[src/aip_pkg.sv]
package aip_pkg;

  typedef enum logic [1:0] {
    PH_SKIP,
    PH_SIGN,
    PH_ZERO,
    PH_DIGITS
  } phase_t;

  typedef enum logic [1:0] {
    BASE_AUTO,
    BASE_OCT,
    BASE_DEC,
    BASE_HEX
  } base_t;

  typedef enum logic {
    REG_BASE_MODE,
    REG_MAX_WIDTH
  } cfg_reg_t;

  typedef struct packed {
    phase_t      phase;
    logic [63:0] accumulator;
    logic        is_negative;
    logic        overflow_seen;
    logic        any_digit;
    logic [7:0]  char_count;
    base_t       active_base;
  } parse_state_t;

  typedef struct packed {
    base_t      base_mode;
    logic [7:0] max_width;
  } parse_cfg_t;

  typedef struct packed {
    logic [7:0]  terminator;
    logic        no_digits;
    logic        overflowed;
    logic [63:0] value;
  } parse_result_t;

  localparam parse_state_t STATE_CLEAR = '{
    phase:         PH_SKIP,
    accumulator:   64'd0,
    is_negative:   1'b0,
    overflow_seen: 1'b0,
    any_digit:     1'b0,
    char_count:    8'd0,
    active_base:   BASE_AUTO
  };

endpackage

[src/ascii_integer_parser_core.sv]
// ASCII integer parser core.
// Input stream: one character per request on s_axis (tdata = char_in,
// 0 marks end of text). Output stream: one parsed number per request on
// m_axis; tdata holds value in bits 63:0 and the terminating character in
// bits 71:64, tuser bit 0 is overflowed and bit 1 is no_digits.
// Leading white space and an optional sign are skipped, the base is taken
// from base_mode (auto, octal, decimal, hex) and max_width limits the
// characters per number. The terminating character is returned with the
// result and is not parsed again.
// A result is registered: the terminating character is first held in the
// input register, then the result is loaded into the result register.
// Throughput: one character per cycle while no result is held waiting on
// m_axis_tready; the digit accumulate path is combinational.
// Configuration is written through cfg_we / cfg_addr / cfg_wdata and takes
// effect at once; write it only while the core is idle.
// Reset clears the parse state, the valid flags of both pipeline registers
// and the configuration (auto base, no width limit). When m_axis_tready is
// low the result is held, the input register stalls and s_axis_tready drops
// once it is full; no request is lost.
module ascii_integer_parser_core (
  input  logic        clk,
  input  logic        rst,
  input  logic        s_axis_tvalid,
  output logic        s_axis_tready,
  input  logic [7:0]  s_axis_tdata,   // char_in
  output logic        m_axis_tvalid,
  input  logic        m_axis_tready,
  output logic [71:0] m_axis_tdata,   // value [63:0], terminator [71:64]
  output logic [1:0]  m_axis_tuser,   // overflowed [0], no_digits [1]
  input  logic        cfg_we,
  input  logic        cfg_addr,
  input  logic [7:0]  cfg_wdata
);

  aip_pkg::parse_cfg_t    cfg;
  aip_pkg::parse_state_t  st;
  aip_pkg::parse_state_t  st_next;
  aip_pkg::parse_result_t res;
  aip_pkg::parse_result_t out_res;
  logic                   emit;
  logic                   s1_valid;
  logic [7:0]             s1_char;
  logic                   s1_adv;
  logic                   out_valid;
  logic                   out_load;

  assign s1_adv        = s1_valid && (!out_valid || m_axis_tready);
  assign s_axis_tready = !s1_valid || s1_adv;
  assign out_load      = s1_adv && emit;

  always_ff @(posedge clk) begin
    if (rst) begin
      cfg.base_mode <= aip_pkg::BASE_AUTO;
      cfg.max_width <= 8'd0;
    end else if (cfg_we) begin
      unique case (cfg_addr)
        aip_pkg::REG_BASE_MODE: cfg.base_mode <= aip_pkg::base_t'(cfg_wdata[1:0]);
        aip_pkg::REG_MAX_WIDTH: cfg.max_width <= cfg_wdata;
        default:                cfg.max_width <= cfg.max_width;
      endcase
    end
  end

  always_ff @(posedge clk) begin
    if (rst) begin
      s1_valid <= 1'b0;
    end else if (s_axis_tready) begin
      s1_valid <= s_axis_tvalid;
    end
  end

  always_ff @(posedge clk) begin
    if (s_axis_tready && s_axis_tvalid) begin
      s1_char <= s_axis_tdata;
    end
  end

  aip_step u_step (
    .st      (st),
    .char_in (s1_char),
    .cfg     (cfg),
    .st_next (st_next),
    .emit    (emit),
    .res     (res)
  );

  always_ff @(posedge clk) begin
    if (rst) begin
      st <= aip_pkg::STATE_CLEAR;
    end else if (s1_adv) begin
      st <= st_next;
    end
  end

  always_ff @(posedge clk) begin
    if (rst) begin
      out_valid <= 1'b0;
    end else if (out_load) begin
      out_valid <= 1'b1;
    end else if (m_axis_tready) begin
      out_valid <= 1'b0;
    end
  end

  always_ff @(posedge clk) begin
    if (out_load) begin
      out_res <= res;
    end
  end

  assign m_axis_tvalid = out_valid;
  assign m_axis_tdata  = {out_res.terminator, out_res.value};
  assign m_axis_tuser  = {out_res.no_digits, out_res.overflowed};

`ifndef SYNTHESIS
  a_clear_after_emit: assert property (@(posedge clk) disable iff (rst)
    out_load |=> (st.phase == aip_pkg::PH_SKIP && !st.any_digit && st.accumulator == 64'd0))
    else $error("parse state not cleared after result");

  a_no_digits_zero: assert property (@(posedge clk) disable iff (rst)
    (m_axis_tvalid && m_axis_tuser[1]) |-> (m_axis_tdata[63:0] == 64'd0 && !m_axis_tuser[0]))
    else $error("no_digits result with nonzero value or overflow");

  a_overflow_ones: assert property (@(posedge clk) disable iff (rst)
    (m_axis_tvalid && m_axis_tuser[0]) |-> (m_axis_tdata[63:0] == '1))
    else $error("overflow result not saturated");

  a_digits_base: assert property (@(posedge clk) disable iff (rst)
    (st.phase == aip_pkg::PH_DIGITS) |-> (st.active_base != aip_pkg::BASE_AUTO))
    else $error("digit phase without a chosen base");
`endif

endmodule

[src/aip_step.sv]
module aip_step (
  input  aip_pkg::parse_state_t  st,
  input  logic [7:0]             char_in,
  input  aip_pkg::parse_cfg_t    cfg,
  output aip_pkg::parse_state_t  st_next,
  output logic                   emit,
  output aip_pkg::parse_result_t res
);

  localparam logic [7:0]  CH_NUL   = 8'h00;
  localparam logic [7:0]  CH_SPACE = 8'h20;
  localparam logic [7:0]  CH_TAB   = 8'h09;
  localparam logic [7:0]  CH_CR    = 8'h0d;
  localparam logic [7:0]  CH_PLUS  = 8'h2b;
  localparam logic [7:0]  CH_MINUS = 8'h2d;
  localparam logic [7:0]  CH_ZERO  = 8'h30;
  localparam logic [7:0]  CH_NINE  = 8'h39;
  localparam logic [7:0]  CH_UA    = 8'h41;
  localparam logic [7:0]  CH_UZ    = 8'h5a;
  localparam logic [7:0]  CH_LA    = 8'h61;
  localparam logic [7:0]  CH_LZ    = 8'h7a;
  localparam logic [7:0]  CH_UX    = 8'h58;
  localparam logic [7:0]  CH_LX    = 8'h78;
  localparam logic [7:0]  UPPER_OFS = 8'd55;
  localparam logic [7:0]  LOWER_OFS = 8'd87;
  localparam logic [6:0]  NOT_DIGIT = 7'd99;
  localparam logic [63:0] CUTOFF_DEC = 64'd1844674407370955161;
  localparam logic [6:0]  CUTLIM_DEC = 7'd5;

  function automatic logic [6:0] digit_of(input logic [7:0] c);
    logic [7:0] t;
    begin
      t = 8'd0;
      if (c >= CH_ZERO && c <= CH_NINE) begin
        t = c - CH_ZERO;
      end else if (c >= CH_UA && c <= CH_UZ) begin
        t = c - UPPER_OFS;
      end else if (c >= CH_LA && c <= CH_LZ) begin
        t = c - LOWER_OFS;
      end else begin
        t = {1'b0, NOT_DIGIT};
      end
      digit_of = t[6:0];
    end
  endfunction

  function automatic logic [6:0] radix_of(input aip_pkg::base_t b);
    begin
      unique case (b)
        aip_pkg::BASE_OCT: radix_of = 7'd8;
        aip_pkg::BASE_HEX: radix_of = 7'd16;
        default:           radix_of = 7'd10;
      endcase
    end
  endfunction

  logic          is_space;
  logic          proceed;
  logic          digit_step;
  logic [6:0]    dig;
  logic [7:0]    count_inc;
  aip_pkg::base_t base;
  logic          ovf_hit;
  logic [63:0]   acc_scaled;

  assign is_space  = (char_in == CH_SPACE) || (char_in >= CH_TAB && char_in <= CH_CR);
  assign dig       = digit_of(char_in);
  assign count_inc = (st.char_count == 8'hff) ? st.char_count : st.char_count + 8'd1;

  always_comb begin
    st_next    = st;
    emit       = 1'b0;
    proceed    = 1'b0;
    digit_step = 1'b0;
    base       = st.active_base;
    ovf_hit    = 1'b0;
    acc_scaled = st.accumulator;

    if (st.phase == aip_pkg::PH_SKIP) begin
      if (char_in == CH_NUL) begin
        emit = 1'b1;
      end else if (!is_space) begin
        st_next.phase = aip_pkg::PH_SIGN;
        if (char_in == CH_MINUS || char_in == CH_PLUS) begin
          st_next.is_negative = (char_in == CH_MINUS);
          st_next.char_count  = count_inc;
        end else begin
          proceed = 1'b1;
        end
      end
    end else if (char_in == CH_NUL ||
                 (cfg.max_width != 8'd0 && st.char_count >= cfg.max_width)) begin
      emit = 1'b1;
    end else begin
      proceed = 1'b1;
    end

    if (proceed) begin
      if (st.phase == aip_pkg::PH_SKIP || st.phase == aip_pkg::PH_SIGN) begin
        if ((cfg.base_mode == aip_pkg::BASE_AUTO || cfg.base_mode == aip_pkg::BASE_HEX) &&
            char_in == CH_ZERO) begin
          st_next.any_digit  = 1'b1;
          st_next.char_count = count_inc;
          st_next.phase      = aip_pkg::PH_ZERO;
        end else begin
          base = (cfg.base_mode == aip_pkg::BASE_AUTO) ? aip_pkg::BASE_DEC : cfg.base_mode;
          digit_step = 1'b1;
        end
      end else if (st.phase == aip_pkg::PH_ZERO) begin
        if (char_in == CH_LX || char_in == CH_UX) begin
          st_next.active_base = aip_pkg::BASE_HEX;
          st_next.char_count  = count_inc;
          st_next.phase       = aip_pkg::PH_DIGITS;
        end else begin
          base = (cfg.base_mode == aip_pkg::BASE_AUTO) ? aip_pkg::BASE_OCT
                                                       : aip_pkg::BASE_HEX;
          digit_step = 1'b1;
        end
      end else begin
        digit_step = 1'b1;
      end
    end

    if (digit_step) begin
      st_next.active_base = base;
      st_next.phase       = aip_pkg::PH_DIGITS;
      unique case (base)
        aip_pkg::BASE_OCT: begin
          ovf_hit    = (st.accumulator[63:61] != 3'd0);
          acc_scaled = {st.accumulator[60:0], 3'd0};
        end
        aip_pkg::BASE_HEX: begin
          ovf_hit    = (st.accumulator[63:60] != 4'd0);
          acc_scaled = {st.accumulator[59:0], 4'd0};
        end
        default: begin
          ovf_hit    = (st.accumulator > CUTOFF_DEC) ||
                       (st.accumulator == CUTOFF_DEC && dig > CUTLIM_DEC);
          acc_scaled = {st.accumulator[60:0], 3'd0} + {st.accumulator[62:0], 1'b0};
        end
      endcase
      if (dig >= radix_of(base)) begin
        emit = 1'b1;
      end else begin
        if (st.overflow_seen || ovf_hit) begin
          st_next.overflow_seen = 1'b1;
        end else begin
          st_next.accumulator = acc_scaled + {57'd0, dig};
        end
        st_next.any_digit  = 1'b1;
        st_next.char_count = count_inc;
      end
    end

    if (emit) begin
      st_next = aip_pkg::STATE_CLEAR;
    end
  end

  always_comb begin
    res.terminator = char_in;
    res.overflowed = st.overflow_seen;
    res.no_digits  = !st.any_digit;
    if (st.overflow_seen) begin
      res.value = '1;
    end else if (st.is_negative) begin
      res.value = 64'd0 - st.accumulator;
    end else begin
      res.value = st.accumulator;
    end
  end

endmodule

[config.mk]
export PLATFORM = sky130hd
export DESIGN_NAME = ascii_integer_parser_core
export DESIGN_NICKNAME = d
export VERILOG_FILES = /design/src/aip_pkg.sv /design/src/ascii_integer_parser_core.sv /design/src/aip_step.sv
export SDC_FILE = /design/constraint.sdc
export NUM_CORES = 1
export LEC_CHECK = 0
export ABC_CLOCK_PERIOD_IN_PS = 7900
export BUFFER_PORTS_ARGS = -buffer_cell sky130_fd_sc_hd__buf_2
export CAP_MARGIN = 40
export CORE_MARGIN = 4
export CORE_UTILIZATION = 30
export CTS_BUF_LIST = sky130_fd_sc_hd__clkbuf_2
export DETAILED_ROUTE_END_ITERATION = 6
export GPL_ROUTABILITY_DRIVEN = 0
export SLEW_MARGIN = 20
export SYNTH_ARGS = -nofsm -noshare
export SYNTH_HDL_FRONTEND = slang
export SYNTH_SLANG_ARGS = --single-unit
[constraint.sdc]
create_clock -name clk -period 7.9 [get_ports clk]
set_input_delay 2.37 -clock clk [delete_from_list [all_inputs] [get_ports clk]]
set_output_delay 2.37 -clock clk [all_outputs]
set_load 0.1 [all_outputs]
Word-level counts from Yosys, hierarchy flattened --
Index checks and enable logic that the tools add are counted. W data, S select, Z words.
Storage, ports and cells: logic and storage cells 162, register bits 173, bits of input ports 22
Operators by class: bitwise gates (word level) 1, order comparisons 12, reductions and logical operators 43, multiplexer cells 65, add/subtract/negate cells 7, equal/unequal tests 18
Operators by type and width (number):
- $mux W64 | 4
- $pmux W64 S2 | 1
- $mux W79 | 1
- $mux W66 | 1
- $add A64 B64 Y64 | 1
- $add A64 B7 Y64 | 1
- $eq A64 B61 Y1 const B | 1
- $gt A64 B61 Y1 const B | 1
- $sub A1 B64 Y64 const A | 1
- $mux W8 | 6
- $eq A8 B6 Y1 const B | 4
- $mux W2 | 16
- $mux W10 | 3
- $mux W7 | 4
- $mux W1 | 24
- $eq A8 B7 Y1 const B | 2
- $ge A8 B7 Y1 const B | 2
- $le A8 B7 Y1 const B | 2
- $sub A7 B6 Y7 const B | 2
- $mux W12 | 1
- $reduce_bool A3 Y1 | 4
- $mux W11 | 1
- $logic_and A1 B1 Y1 | 10
- $logic_or A1 B1 Y1 | 10
- 27 further kinds | 43

Longest topological paths before layout --
depth after elaboration 15, mapped depth 30, mapped depth without buffers 23

Cells and area by module --
A second synthesis with hierarchy kept.
Unflattened totals: cell total of the unflattened synthesis 2390, area, all modules 18157.4 um^2
Modules (own cells, without submodules):
- aip_step | times used 1, sequential area each 0.0 um^2, area an instance 11728.7 um^2, cells an instance 1910
- ascii_integer_parser_core | times used 1, sequential area each 4284.1 um^2, area an instance 6428.7 um^2, cells an instance 480

Worst setup path before layout --
No wires, ideal clock.
path type register to register, start point reg s1_char[1], end point reg, netlist name st[69], library setup time 0.063 ns, path buffers 8, stages on the path, launching flop included 30, slack 1.182 ns, arrival time 6.655 ns, data required time 7.837 ns, path through edfxtp_1 inv_1 ha_1 or3b_4 o41a_1 and3_4 a22oi_2 and2_4 buf_2 buf_6 clkbuf_1 buf_2 clkbuf_1 buf_1 buf_1 nor2_1 ha_1 a21o_1 a21oi_1 o21bai_1 a21oi_1 nor2b_1 nor2_1 nor3_1 nand4_1 nor4b_4 nand2_2 clkbuf_1 or4b_1 nand3_1
Between the ends: longest elaborated chain between the ends 15
Ends and longest elaborated chain:
- start, declared | line ascii_integer_parser_core.sv:42 | logic [7:0] s1_char;
- start signal, assigned | line ascii_integer_parser_core.sv:74 | s1_char <= s_axis_tdata;
- $ge A8 B4 Y1, or another cell as far along | line aip_step.sv:66 | assign is_space = (char_in == CH_SPACE) || (char_in >= CH_TAB && char_in <= CH_CR);
- $logic_and A1 B1 Y1 or $logic_or A1 B1 Y1 (tied branches) | line aip_step.sv:66, aip_step.sv:84
- $logic_or A1 B1 Y1 or $mux W1 (tied branches) | line aip_step.sv:66, aip_step.sv:84
- $mux W1 | line aip_step.sv:82 | end else if (!is_space) begin
- $mux W1 | line aip_step.sv:80 | if (char_in == CH_NUL) begin
- $mux W1 | line aip_step.sv:79 | if (st.phase == aip_pkg::PH_SKIP) begin
- $mux W2 | line aip_step.sv:98 | if (proceed) begin
- $eq A2 B2 Y1 or $eq A2 B1 Y1 (tied branches) | line aip_step.sv:49, aip_step.sv:127
- $pmux W64 S2 or $pmux W5 S2 (tied branches) | line aip_step.sv:127, aip_step.sv:49
- $mux W64 or $mux W7 (tied branches) | line aip_step.sv:124 | if (digit_step) begin
- $add A64 B7 Y64 or $ge A7 B7 Y1 (tied branches) | line aip_step.sv:148, aip_step.sv:142
- $mux W64 or $mux W1 (tied branches) | line aip_step.sv:145, aip_step.sv:142
- $mux W64 or $mux W1 (tied branches) | line aip_step.sv:142, aip_step.sv:124
- $mux W66, or another cell as far along | line aip_step.sv:124
- $mux W79 or $reduce_and A4 Y1 (tied branches)
Parallel ways exist; a longest one is shown, timed or not. The select of a mux whose other input is x is not followed. A chain may end at the register's enable or synchronous reset.

Worst setup path in the final report --
start point reg, netlist name st[2], end point reg, netlist name st[59]
Between the ends: longest elaborated chain between the ends 14
Ends and longest elaborated chain:
- $ge A8 B8 Y1 (*) | line aip_step.sv:92 | (cfg.max_width != 8'd0 && st.char_count >= cfg.max_width)) begin
- $logic_and A1 B1 Y1 (*) | line aip_step.sv:92
- $logic_or A1 B1 Y1 (*) | line aip_step.sv:91 | end else if (char_in == CH_NUL ||
- $mux W1 | line aip_step.sv:91
- $mux W1 | line aip_step.sv:79
- $mux W2 | line aip_step.sv:98
- $eq A2 B2 Y1 or $eq A2 B1 Y1 (tied branches) | line aip_step.sv:49, aip_step.sv:127
- $pmux W64 S2 or $pmux W5 S2 (tied branches) | line aip_step.sv:127, aip_step.sv:49
- $mux W64 or $mux W7 (tied branches) | line aip_step.sv:124
- $add A64 B7 Y64 or $ge A7 B7 Y1 (tied branches) | line aip_step.sv:148, aip_step.sv:142
- $mux W64 or $mux W1 (tied branches) | line aip_step.sv:145, aip_step.sv:142
- $mux W64 or $mux W1 (tied branches) | line aip_step.sv:142, aip_step.sv:124
- $mux W66, or another cell as far along | line aip_step.sv:124
- $mux W79 or $reduce_and A4 Y1 (tied branches)
Mark *: on every way between the ends. The rest lies on a longest branch, timed or not. The select of a mux whose other input is x is not followed.

==> flow_summary.json <==
{
  "crit_type": "reg -> reg",
  "track_usage_pct": 18.7,
  "endpoint_kind": "flop",
  "cts_tree": "yes",
  "ys_seq_elements": 173,
  "tightest_slew_ns": 0.988,
  "grt_first_pass_wirelength_um": 91500,
  "min_period_ns": 6.63,
  "synthCells": 2202,
  "drc_errors": 0,
  "multi_input_area_um2": 11700,
  "cts-hold-fix-buffers": 0,
  "async_flop_share_pct": 0,
  "core_um2": 55300,
  "routed_via_density": 5.82,
  "dpl.hpwl_um": 44900,
  "drive_above_1_share_pct": 11.1,
  "period_share_pct": 83.9,
  "clk_pin_slew_ns": 0.28,
  "cp_data_arrival_time_ns": 7.43,
  "row_count": 86,
  "synth_area_um2": 16800,
  "dr.pass1.iters": 6,
  "hp-class": "reg -> reg",
  "hold_violations": 0,
  "fmaxAchievable_mhz": 151,
  "final_common_cell": "nand2_1",
  "required_ns": 8.70,
  "clkLatencyLatePin_ns": 0.83,
  "grt_pass1_vias": 15900,
  "drt.antenna.violating_nets": 0,
  "detail_route.wirelength_um": 58700,
  "layout_common_cells": "340 x nand2_1, 171 x a21oi_1, 161 x nor2_1, 124 x o21ai_0, 98 x buf_2",
  "die_x_um": 245,
  "syn-num-nets": 2316,
  "io_buffers": 97,
  "cts_resized": 0,
  "setup_viol": 0,
  "num-fill-cells": 5838,
  "drtIter0Drc": 1957,
  "synth_cell_type_count": 106,
  "synth_enable_flop_cells": 82,
  "synth-seq-area-share_pct": 25.5,
  "routedWlPerCell_um": 19.8,
  "grt_max_degree": 73,
  "drv_slew": 0,
  "tns_ns": 0,
  "maxCapViolations": 0,
  "cts-root-buf": "clkbuf_2",
  "yosysTopAreaCellShare_pct": 14.7,
  "power.leakage_nw": 7.26,
  "regArea_um2": 4290,
  "antenna_found_initial": 1,
  "ys.flop_type": "dfxtp_1",
  "fp.dieH_um": 245,
  "synth_top_area_cell": "edfxtp_1",
  "synth_top_cells_by_area": "edfxtp_1 15%, dfxtp_1 11%, nand2_1 7.6%",
  "h-tree-depth": 4,
  "finClkSkew_ns": 0.0578,
  "rsz0062_at_grt": "no",
  "cts_buffers": 17,
  "vdd_drop_max_uv": 89.5,
  "cts.sinks": 173,
  "path_max_fanout": 18,
  "whs_ns": 0.477,
  "post-cts-setup-buffers": 0,
  "critPathLaunchType": "flop",
  "synthToLayoutAreaGrowth_pct": 7.98,
  "status": "complete, no violations",
  "power.density_nw_per_um2": 121,
  "io_pins": 98,
  "syn_area_per_cell_um2": 7.63,
  "clk_path_buf_depth": 2,
  "relSlewSlack_pct": 33.8,
  "dieArea_um2": 59800,
  "nNetsFinal": 2314,
  "grt_overflow": 0,
  "synth-warning-count": 0,
  "vias": 17200,
  "start_util_pct": 30.4
}
-- power by group --
group | internal, mW | switching, mW
clock | 0.186 | 0.346
sequential | 0.976 | 0.0212
combinational | 0.160 | 0.502
total | 1.32 | 0.869
-- cell families (layout without fill, tap and decap cells) --
family / count (synthesis) / count (layout) / share of synthesized area [%]
compound gates: 626 / 626 / 25.1
xor+xnor: 138 / 138 / 7.20
fa+ha+maj: 92 / 92 / 6.94
buf+inv: 213 / 224 / 5.20
flops: 173 / 173 / 25.5
mux: 50 / 50 / 3.06
other cells: 0 / 2 / 0
simple gates: 910 / 910 / 27.0
-- critical path, stage by stage, from the launching register on --
cell and delay [ns]:
dfxtp_1 0.43, inv_1 0.08, ha_1 0.28, nand2b_1 0.14
a2111o_1 0.43, a32oi_1 0.65, a21oi_1 0.42, o21ai_4 0.57
o31ai_1 0.13, ha_1 0.36, a21oi_1 0.12, o21bai_1 0.15
a21oi_1 0.12, nor2b_1 0.12, nor2_1 0.05, nor3_1 0.54
nand4_1 0.40, nor4b_4 0.63, nand3_1 0.31, or4_1 0.58
nand3_1 0.08
-- synthesized netlist by cell type (all sizes together) (7+ instances only) --
| library cell | number |
|---|---|
| a21oi | 172 |
| o21ai | 129 |
| o21a | 19 |
| xnor2 | 52 |
| edfxtp | 82 |
| clkbuf | 126 |
| nor2 | 161 |
| a21o | 27 |
| o2111ai | 9 |
| xor2 | 86 |
| a2111oi | 8 |
| a21boi | 8 |
| a22oi | 23 |
| o31ai | 31 |
| and3 | 29 |
| o21bai | 18 |
| nand3 | 98 |
| and2 | 10 |
| nand2 | 341 |
| mux2i | 42 |
| inv | 63 |
| nor4 | 30 |
| o311ai | 9 |
| ha | 90 |
| or4 | 19 |
| dfxtp | 91 |
| a211oi | 31 |
| or2 | 24 |
| nor2b | 8 |
| nand4 | 41 |
| a32oi | 9 |
| a31oi | 27 |
| nand2b | 28 |
| mux2 | 8 |
| or3 | 26 |
| nor3 | 46 |
| o41ai | 11 |
| buf | 24 |
| o211ai | 34 |
| nor3b | 7 |
-- final cells by class --
cell class	instances	area share, %
antenna	2	0.0276
clock buffer	20	0.552
clock inverter	12	0.876
inverter	63	1.32
multi-input combinational	1816	64.3
sequential	173	23.6
tap	748	5.16
timing repair buffer	129	4.17
-- per-layer routing --
| metal | vias to the layer above | track usage [%] | routed length [um] |
|---|---|---|---|
| met5 | - | 0 | 0 |
| met4 | 0 | 5.45 | 1670 |
| met3 | 94 | 2.53 | 4080 |
| met2 | 776 | 31.2 | 27200 |
| met1 | 8225 | 25.3 | 25800 |
| li1 | 8142 | - | - |
-- sequential cells by signal, summed over array words and instances, names as in the netlist --
name,count
m_axis_tuser,2
cfg,10
m_axis_tvalid,1
m_axis_tdata,72
s1_valid,1
st,79
s1_char,8
-- metrics by stage --
step / instances / worst slack [ns] / power [mW] / area (um2) / util [%]
global route: 2962 / 1.01 / 2.28 / 18100 / 32.8
floorplan: 2202 / 1.18 / 1.53 / 16800 / -
finish: 2963 / 1.27 / 2.19 / 18100 / 32.8
detailed placement: 2927 / 1.49 / 1.66 / 17800 / 32.3
global placement: 2922 / 1.76 / 1.66 / 17800 / 32.2
CTS: 2959 / 1.43 / 2.19 / 18100 / 32.7
-- worst paths after layout --
kind,from,to,slack (ns),cells after the start
min,st[10],m_axis_tuser[1],0.48,1
max,st[2],st[59],1.27,20
min reg2reg,st[10],m_axis_tuser[1],0.48,1
max reg2reg,st[2],st[59],1.27,20
Note: power is estimated with default switching activity, not from simulation.
